## config.mk

```make
export PLATFORM = sky130hd
export DESIGN_NAME = multiset_min_max_mean_tracker
export DESIGN_NICKNAME = d
export VERILOG_FILES = /design/src/hw/rtl/mmmt_pkg.sv /design/src/hw/rtl/mmmt_divider.sv /design/src/hw/rtl/multiset_min_max_mean_tracker.sv
export SDC_FILE = /design/constraint.sdc
export NUM_CORES = 2
export LEC_CHECK = 0
export ABC_AREA = 1
export BUFFER_PORTS_ARGS = -buffer_cell sky130_fd_sc_hd__buf_2
export CAP_MARGIN = 20
export CELL_PAD_IN_SITES_DETAIL_PLACEMENT = 0
export CELL_PAD_IN_SITES_GLOBAL_PLACEMENT = 1
export CORE_ASPECT_RATIO = 0.75
export CORE_MARGIN = 3
export CORE_UTILIZATION = 30
export CTS_CLUSTER_SIZE = 25
export DETAILED_ROUTE_END_ITERATION = 12
export PLACE_DENSITY_LB_ADDON = 0.1
export SYNTH_ARGS = -nofsm -noshare
export SYNTH_HDL_FRONTEND = slang
export SYNTH_SLANG_ARGS = --single-unit
```

## constraint.sdc

```tcl
create_clock -name clock -period 11.7 [get_ports clock]
set_clock_uncertainty 0.2 [all_clocks]
set_input_delay 1.17 -clock clock [delete_from_list [all_inputs] [get_ports clock]]
set_output_delay 1.17 -clock clock [all_outputs]
set_load 0.05 [all_outputs]
```

## src/hw/rtl/mmmt_pkg.sv

```systemverilog
// Package for the min/max/mean tracker: request codes, sequencer states and
// the field widths of the tracker. No dependencies.
`timescale 1ns / 1ps
package mmmt_pkg;
   localparam int unsigned ValueWidth = 32;
   localparam int unsigned MeanWidth  = 48;
   localparam int unsigned CountWidth = 7;

   typedef enum logic [1:0] {
      REQ_INSERT = 2'd0,
      REQ_REMOVE = 2'd1,
      REQ_QUERY  = 2'd2,
      REQ_SPARE  = 2'd3
   } req_code_type;

   typedef enum logic [2:0] {
      ST_IDLE,
      ST_SEARCH,
      ST_RESCAN,
      ST_DIVIDE,
      ST_OUTPUT
   } state_type;
endpackage

```

## src/hw/rtl/mmmt_divider.sv

```systemverilog
// Restoring divider, one quotient bit per cycle, for the mean.
// No dependencies.
`timescale 1ns / 1ps
module mmmt_divider #(
   parameter int unsigned NumWidth = 54,
   parameter int unsigned DenWidth = 13
) (
   input  logic                clock,
   input  logic                reset,
   input  logic                start,
   input  logic [NumWidth-1:0] numerator,
   input  logic [DenWidth-1:0] denominator,
   output logic                done,
   output logic [NumWidth-1:0] quotient
);
   localparam int unsigned CntWidth = $clog2(NumWidth + 1);

   logic [NumWidth-1:0] quo_ff, quo_in;
   logic [DenWidth:0]   rem_ff, rem_in;
   logic [CntWidth-1:0] cnt_ff, cnt_in;
   logic                busy_ff, busy_in;
   logic [DenWidth:0]   trial;

   always_comb begin
      quo_in  = quo_ff;
      rem_in  = rem_ff;
      cnt_in  = cnt_ff;
      busy_in = busy_ff;
      trial   = {rem_ff[DenWidth-1:0], quo_ff[NumWidth-1]};
      if (start) begin
         quo_in  = numerator;
         rem_in  = '0;
         cnt_in  = CntWidth'(NumWidth);
         busy_in = 1'b1;
      end else if (busy_ff) begin
         if (trial >= {1'b0, denominator}) begin
            rem_in = trial - {1'b0, denominator};
            quo_in = {quo_ff[NumWidth-2:0], 1'b1};
         end else begin
            rem_in = trial;
            quo_in = {quo_ff[NumWidth-2:0], 1'b0};
         end
         cnt_in = cnt_ff - CntWidth'(1);
         if (cnt_ff == CntWidth'(1)) begin
            busy_in = 1'b0;
         end
      end
   end

   always_ff @(posedge clock) begin
      if (reset) begin
         busy_ff <= 1'b0;
         cnt_ff  <= '0;
      end else begin
         busy_ff <= busy_in;
         cnt_ff  <= cnt_in;
      end
      quo_ff <= quo_in;
      rem_ff <= rem_in;
   end

   assign done     = busy_ff && (cnt_ff == CntWidth'(1));
   assign quotient = quo_in;
endmodule

```

## src/hw/rtl/multiset_min_max_mean_tracker.sv

```systemverilog
// Top level of the min/max/mean tracker: slot memory, scan sequencer and
// mean divider. Depends on mmmt_pkg and mmmt_divider.
// Every request ends with the serial division of the mean, skipped when the set
// is empty; a removal adds a search of the slots and a rescan of all slots
// when a removed extreme is lost. One request at a time, the next one accepted
// in the cycle after the response is taken. Reset clears valid bits.
`timescale 1ns / 1ps
module multiset_min_max_mean_tracker #(
   parameter int unsigned CAPACITY = 64
) (
   input  logic         clock,
   input  logic         reset,
   input  logic         req_tvalid,
   output logic         req_tready,
   input  logic [39:0]  req_tdata,   // [1:0] req_type, [33:2] value
   output logic         rsp_tvalid,
   input  logic         rsp_tready,
   output logic [127:0] rsp_tdata    // is_empty, min, max, mean, count, dropped
);
   localparam int unsigned IdxWidth = (CAPACITY > 1) ? $clog2(CAPACITY) : 1;
   localparam int unsigned CntWidth = $clog2(CAPACITY + 1);
   localparam int unsigned SumWidth = mmmt_pkg::ValueWidth + CntWidth;
   localparam int unsigned NumWidth = SumWidth + 16;

   logic signed [31:0] mem [CAPACITY];
   logic [CAPACITY-1:0] valid_ff, valid_in;
   mmmt_pkg::state_type state_ff, state_in;
   logic [CntWidth-1:0] count_ff, count_in;
   logic signed [SumWidth-1:0] sum_ff, sum_in;
   logic signed [31:0] min_ff, min_in, max_ff, max_in;
   logic [1:0] op_ff, op_in;
   logic signed [31:0] val_ff, val_in;
   logic [CntWidth-1:0] idx_ff, idx_in;
   logic [IdxWidth-1:0] rd_idx_ff;
   logic rd_vld_ff, rd_vld_in;
   logic signed [31:0] rd_data_ff;
   logic seen_ff, seen_in, done_ff, done_in, drop_ff, drop_in;
   logic wr_en;
   logic [IdxWidth-1:0] wr_idx;
   logic free_found;
   logic [IdxWidth-1:0] free_idx;
   logic div_start, div_done;
   logic [NumWidth-1:0] div_num, div_q;
   logic [NumWidth-1:0] mag;
   logic signed [47:0] mean_ff, mean_in;
   logic signed [31:0] rmin, rmax;

   mmmt_divider #(.NumWidth(NumWidth), .DenWidth(CntWidth)) u_div (
      .clock(clock), .reset(reset), .start(div_start), .numerator(div_num),
      .denominator(count_ff), .done(div_done), .quotient(div_q)
   );

   always_comb begin
      free_found = 1'b0;
      free_idx   = '0;
      for (int i = CAPACITY - 1; i >= 0; i--) begin
         if (!valid_ff[i]) begin
            free_found = 1'b1;
            free_idx   = IdxWidth'(i);
         end
      end
   end

   always_ff @(posedge clock) begin
      if (wr_en) begin
         mem[wr_idx] <= val_ff;
      end
      rd_data_ff <= mem[idx_ff[IdxWidth-1:0]];
      rd_idx_ff  <= idx_ff[IdxWidth-1:0];
   end

   assign mag = sum_ff[SumWidth-1] ? NumWidth'(-sum_ff) << 16
                                   : NumWidth'(sum_ff) << 16;
   assign div_num = mag;

   always_comb begin
      state_in = state_ff;
      unique case (state_ff)
         mmmt_pkg::ST_IDLE:
            if (req_tvalid) begin
               state_in = (req_tdata[1:0] == mmmt_pkg::REQ_REMOVE)
                  ? mmmt_pkg::ST_SEARCH : mmmt_pkg::ST_DIVIDE;
            end
         mmmt_pkg::ST_SEARCH:
            if (done_ff) begin
               state_in = mmmt_pkg::ST_DIVIDE;
            end else if (rd_vld_ff && valid_ff[rd_idx_ff] && rd_data_ff == val_ff) begin
               state_in = (count_ff != CntWidth'(1) &&
                           (val_ff == min_ff || val_ff == max_ff))
                  ? mmmt_pkg::ST_RESCAN : mmmt_pkg::ST_DIVIDE;
            end else if (idx_ff == CntWidth'(CAPACITY) && rd_vld_ff == 1'b0) begin
               state_in = mmmt_pkg::ST_DIVIDE;
            end
         mmmt_pkg::ST_RESCAN:
            if (done_ff) begin
               state_in = mmmt_pkg::ST_DIVIDE;
            end
         mmmt_pkg::ST_DIVIDE:
            if ((count_ff == '0 && op_ff != mmmt_pkg::REQ_INSERT) || div_done) begin
               state_in = mmmt_pkg::ST_OUTPUT;
            end
         mmmt_pkg::ST_OUTPUT:
            if (rsp_tready) begin
               state_in = mmmt_pkg::ST_IDLE;
            end
         default: state_in = mmmt_pkg::ST_IDLE;
      endcase
   end

   always_comb begin
      valid_in = valid_ff; count_in = count_ff; sum_in = sum_ff;
      min_in = min_ff; max_in = max_ff; op_in = op_ff; val_in = val_ff;
      idx_in = idx_ff; rd_vld_in = 1'b0; seen_in = seen_ff; done_in = 1'b0;
      drop_in = drop_ff; mean_in = mean_ff; wr_en = 1'b0; wr_idx = free_idx;
      div_start = 1'b0;
      rmin = (!seen_ff || rd_data_ff < min_ff) ? rd_data_ff : min_ff;
      rmax = (!seen_ff || rd_data_ff > max_ff) ? rd_data_ff : max_ff;
      unique case (state_ff)
         mmmt_pkg::ST_IDLE:
            if (req_tvalid) begin
               op_in   = (req_tdata[1:0] == mmmt_pkg::REQ_SPARE)
                  ? mmmt_pkg::REQ_QUERY : req_tdata[1:0];
               val_in  = req_tdata[33:2];
               idx_in  = '0;
               drop_in = 1'b0;
            end
         mmmt_pkg::ST_SEARCH: begin
            if (idx_ff != CntWidth'(CAPACITY)) begin
               idx_in    = idx_ff + CntWidth'(1);
               rd_vld_in = 1'b1;
            end
            if (rd_vld_ff && valid_ff[rd_idx_ff] && rd_data_ff == val_ff) begin
               valid_in[rd_idx_ff] = 1'b0;
               count_in = count_ff - CntWidth'(1);
               sum_in   = sum_ff - SumWidth'(val_ff);
               idx_in   = '0;
               seen_in  = 1'b0;
               rd_vld_in = 1'b0;
            end
         end
         mmmt_pkg::ST_RESCAN: begin
            if (idx_ff != CntWidth'(CAPACITY)) begin
               idx_in    = idx_ff + CntWidth'(1);
               rd_vld_in = 1'b1;
            end else if (!rd_vld_ff) begin
               done_in = 1'b1;
            end
            if (rd_vld_ff && valid_ff[rd_idx_ff]) begin
               min_in  = rmin;
               max_in  = rmax;
               seen_in = 1'b1;
            end
         end
         mmmt_pkg::ST_DIVIDE: begin
            if (op_ff == mmmt_pkg::REQ_INSERT) begin
               op_in = mmmt_pkg::REQ_QUERY;
               if (free_found) begin
                  wr_en = 1'b1;
                  valid_in[free_idx] = 1'b1;
                  count_in = count_ff + CntWidth'(1);
                  sum_in   = sum_ff + SumWidth'(val_ff);
                  if (count_ff == '0) begin
                     min_in = val_ff; max_in = val_ff;
                  end else begin
                     if (val_ff > max_ff) max_in = val_ff;
                     if (val_ff < min_ff) min_in = val_ff;
                  end
               end else begin
                  drop_in = 1'b1;
               end
            end else begin
               op_in = mmmt_pkg::REQ_SPARE;
               if (op_ff != mmmt_pkg::REQ_SPARE && count_ff != '0) begin
                  div_start = 1'b1;
               end
               if (div_done) begin
                  mean_in = sum_ff[SumWidth-1] ? 48'(-div_q) : 48'(div_q);
               end
            end
         end
         default: ;
      endcase
   end

   always_ff @(posedge clock) begin
      if (reset) begin
         state_ff <= mmmt_pkg::ST_IDLE;
         valid_ff <= '0;
         count_ff <= '0;
         sum_ff   <= '0;
         min_ff   <= '0;
         max_ff   <= '0;
         rd_vld_ff <= 1'b0;
         done_ff  <= 1'b0;
      end else begin
         state_ff <= state_in;
         valid_ff <= valid_in;
         count_ff <= count_in;
         sum_ff   <= sum_in;
         min_ff   <= min_in;
         max_ff   <= max_in;
         rd_vld_ff <= rd_vld_in;
         done_ff  <= done_in;
      end
      op_ff   <= op_in;
      val_ff  <= val_in;
      idx_ff  <= idx_in;
      seen_ff <= seen_in;
      drop_ff <= drop_in;
      mean_ff <= mean_in;
   end

   assign req_tready = (state_ff == mmmt_pkg::ST_IDLE);
   assign rsp_tvalid = (state_ff == mmmt_pkg::ST_OUTPUT);
   always_comb begin
      rsp_tdata = '0;
      rsp_tdata[0] = (count_ff == '0);
      if (count_ff != '0) begin
         rsp_tdata[32:1]   = min_ff;
         rsp_tdata[64:33]  = max_ff;
         rsp_tdata[112:65] = mean_ff;
      end
      rsp_tdata[119:113] = 7'(count_ff);
      rsp_tdata[120]     = drop_ff;
   end
endmodule
```

==> out/qor.csv <==
stage,metric,value,unit
placed_design,Post-DP HPWL,223,mm
floorplan,floorplan core area,336000,um2
clock_network,post-CTS setup buffer count,0,
setup_path,max incr delay on CP,500,ps
setup_path,CP Launch Type,flop,
grt,gr usage total,0.220,
yosys,post-synthesis sequential area ratio,0.690,
floorplan,Initial Util,0.302,
yosys,Synth area leaders,"edfxtp_1 (64%), a21oi_1 (5.5%), dfxtp_1 (5.5%)",
yosys,top-area cell type share of the netlist area,0.635,
power_and_ir_drop,register share of total power,0.363,
grt,largest net degree at the start of global routing,143,
cells_and_area,share of cells above drive strength 1,0.101,
grt,grt total ovfl,0,
sta,fin crit period,7110,ps
setup_path,FF-to-FF path depth,30,
setup_path,reg2reg start,count_ff[1],
power_and_ir_drop,Sw Share,0.401,
route,WL/cell,29.8,um
cells_and_area,"Net count, final",8776,
route,Initial DRT Pass Iterations,6,
setup_path,"slowest stage cell, crit path",buf_4,
route,Post-Route WL,393,mm
route,vias per cell,5.37,
cells_and_area,Finished Cell Area,116000,um2
setup_path,most used cell along the critical path,nand2_1,
floorplan,Die Ht,510,um
clock_network,H-tree level count,5,
floorplan,Die Area,345000,um2
placed_design,GP Congestion,0.826,
sta,max-slew violations,0,
clock_network,clock tree root driver cell,clkbuf_16,
sta,Max-Slew Margin vs Limit,0.169,
cells_and_area,# fillers,32948,
setup_path,Critical Path End,mean_ff[45],
power_and_ir_drop,P_int,17.3,mW
yosys,Synth warnings,0,
setup_path,critical path depth in cells,30,
power_and_ir_drop,sw power,11.6,mW
route,number of routed nets with antenna violations,0,
placed_design,port bufs,160,
sta,worst-margin pin slew,1240,ps
power_and_ir_drop,Comb pwr share,0.355,
worst_hold_path,worst hold path type,in2reg,
sta,Final Hold Fails,0,
grt,first-pass GRT wire length,543,mm
yosys,Synth Area per Inst,12.0,um2
cells_and_area,most frequent cells in the layout,"edfxtp_1 (2,146), a21oi_1 (1,122), nand2_1 (852)",
route,Vias,70907,
cells_and_area,synthesis-to-layout area growth,14.8,%
floorplan,# rows,184,
setup_path,CP arrival,7480,ps
clock_network,Clock Path Buffers,4,
sta,final setup fails,0,
sta,final setup TNS,0,ps
yosys,Yosys cell types,65,
sta,unrepaired setup endpoints after global routing,no,
power_and_ir_drop,Pwr per Cell Area,249,nW/um2
yosys,cells after synthesis,8423,
sta,final period utilization,0.607,
grt,number of global-route vias before repair,67347,
route,DR iter-0 viols,7957,
setup_path,kind of critical path,reg2reg,
clock_network,clk sinks,2425,
clock_network,hold buffer count at CTS,0,
yosys,#FFs+latches synth,2425,
cells_and_area,"commonest non-fill, non-tap cell in the layout",edfxtp_1,
clock_network,CTS tree,yes,
sta,f_max,141,MHz
clock_network,Worst-path clk slew,60,ps
job,Max-cap violations,0,
setup_path,Worst setup EP type,flop,
clock_network,Post-CTS Resized,0,
status,status,finished clean,
floorplan,num ports,174,
setup_path,Bufs and invs on worst path,8,
clock_network,Worst-Skew Late Latency,850,ps
placed_design,Placed Instance Area,108000,um2
setup_path,R2R Setup Slk,4590,ps
setup_path,Crit. Startpoint,count_ff[1],
yosys,asr flop ratio synth,0,
yosys,"Top FF cell, synth",edfxtp_1,
setup_path,Crit Path Max Fanout,31,
clock_network,number of buffers created by CTS,267,
setup_path,Crit path max-delay family,simple AND/OR/NAND/NOR gates,
power_and_ir_drop,static leakage,38.4,nW
yosys,number of synthesized flops with an enable pin,2146,
setup_path,terminus of the critical flop-to-flop path,mean_ff[45],
grt,initial antenna violation count,38,
floorplan,chip width,677,um
setup_path,worst endpoint required time,12080,ps
power_and_ir_drop,power share of the clock group,0.282,
power_and_ir_drop,Peak supply drop,0.000193,V
yosys,top cell type by total area after synthesis,edfxtp_1,
route,DRC errors left,0,
yosys,post-synthesis cell area,101000,um2
## routing by layer
| layer | GRT usage | wire length (um) |
|---|---|---|
| met1 | 0.342 | 194000 |
| met2 | 0.317 | 164000 |
| met5 | 0 | 12 |
| met4 | 0.0434 | 7500 |
| met3 | 0.0407 | 28200 |
## cell families (layout without fill, tap and decap cells)
kind of cell             after synthesis  in the layout  synth area share
buffers and inverters                968           1283            0.0363
flip-flops                          2425           2425             0.690
other                                  1             12         0.0000370
adder cells (fa/ha/maj)              184            184            0.0228
AO/OA/AOI/OAI                       2606           2606             0.151
AND/OR/NAND/NOR                     2072           2072            0.0854
XOR/XNOR                             167            167            0.0144
## per-stage QoR
step	instances	setup slack (ps)	hold slack (ps)	power, mW	util
4_1_cts	13204	4700	217	29.1	0.346
3_5_place_dp	12739	4720	301	20.9	0.322
6_report	13213	4590	293	29.0	0.347
5_1_grt	13210	3840	241	30.4	0.347
3_3_place_gp	12737	4590	295	20.9	0.322
2_1_floorplan	8429	4550	146	16.5	-
## worst min path at each step
stage | startpoint | to | slack (ps) | cells past startpoint
2_1_floorplan | idx_ff[2] | rd_idx_ff[2] | 150 | 0
3_3_place_gp | valid_ff[48] | valid_ff[48] | 290 | 2
3_5_place_dp | u_div.rem_ff[1] | u_div.rem_ff[1] | 300 | 2
4_1_cts | req_tdata[21] | val_ff[19] | 220 | 1
5_1_grt | req_tdata[23] | val_ff[21] | 240 | 1
6_report | req_tdata[13] | val_ff[11] | 290 | 1
## state kept, by name, indices dropped and copies added (netlist names), 3 cells and up
register	flops
count_ff	7
idx_ff	7
max_ff	32
mean_ff	48
mem	2048
min_ff	32
rd_data_ff	32
rd_idx_ff	6
state_ff	3
sum_ff	39
u_div.cnt_ff	6
u_div.quo_ff	55
u_div.rem_ff	7
val_ff	32
valid_ff	64
## synth_stat cells, types with 5 or more instances
master / instances
nor4_1: 31
o21ai_0: 748
xor2_1: 118
o211ai_1: 25
o221ai_1: 465
a21boi_0: 7
nor2_1: 756
ha_1: 182
clkbuf_1: 493
xnor2_1: 49
buf_4: 8
inv_1: 387
nand2_1: 855
a21oi_1: 1122
edfxtp_1: 2146
o31ai_1: 7
o21a_1: 5
a221oi_1: 10
a31oi_1: 23
nand4_1: 89
a22oi_1: 10
buf_2: 10
nor3b_1: 6
buf_1: 40
o21ai_1: 26
o41ai_1: 7
nand3_1: 238
o21bai_1: 8
a211oi_1: 10
dfxtp_1: 279
clkinv_1: 7
inv_2: 21
nor3_1: 63
o22ai_1: 115
nor3_2: 5
## power by group through the flow
stage          clock network (mW)  registers (mW)  logic [mW]
2_1_floorplan                   0            10.7        5.81
3_3_place_gp                    0            10.7        10.2
3_5_place_dp                    0            10.7        10.2
4_1_cts                      8.38            10.5        10.3
5_1_grt                      8.71            10.5        11.2
6_report                     8.16            10.5        10.3
## area by class of cell
| cell class | instances | area [um2] | area share |
|---|---|---|---|
| tap | 4464 | 5590 | 0.0480 |
| clock buffer | 348 | 7200 | 0.0618 |
| antenna | 5 | 12.5 | 0.000107 |
| timing repair buffer | 402 | 2770 | 0.0238 |
| sequential | 2425 | 70000 | 0.602 |
| inverter | 416 | 1590 | 0.0137 |
| clock inverter | 117 | 940 | 0.00807 |
| multi-input combinational | 5036 | 28300 | 0.243 |
No activity file was read; power rests on OpenSTA's default activity.
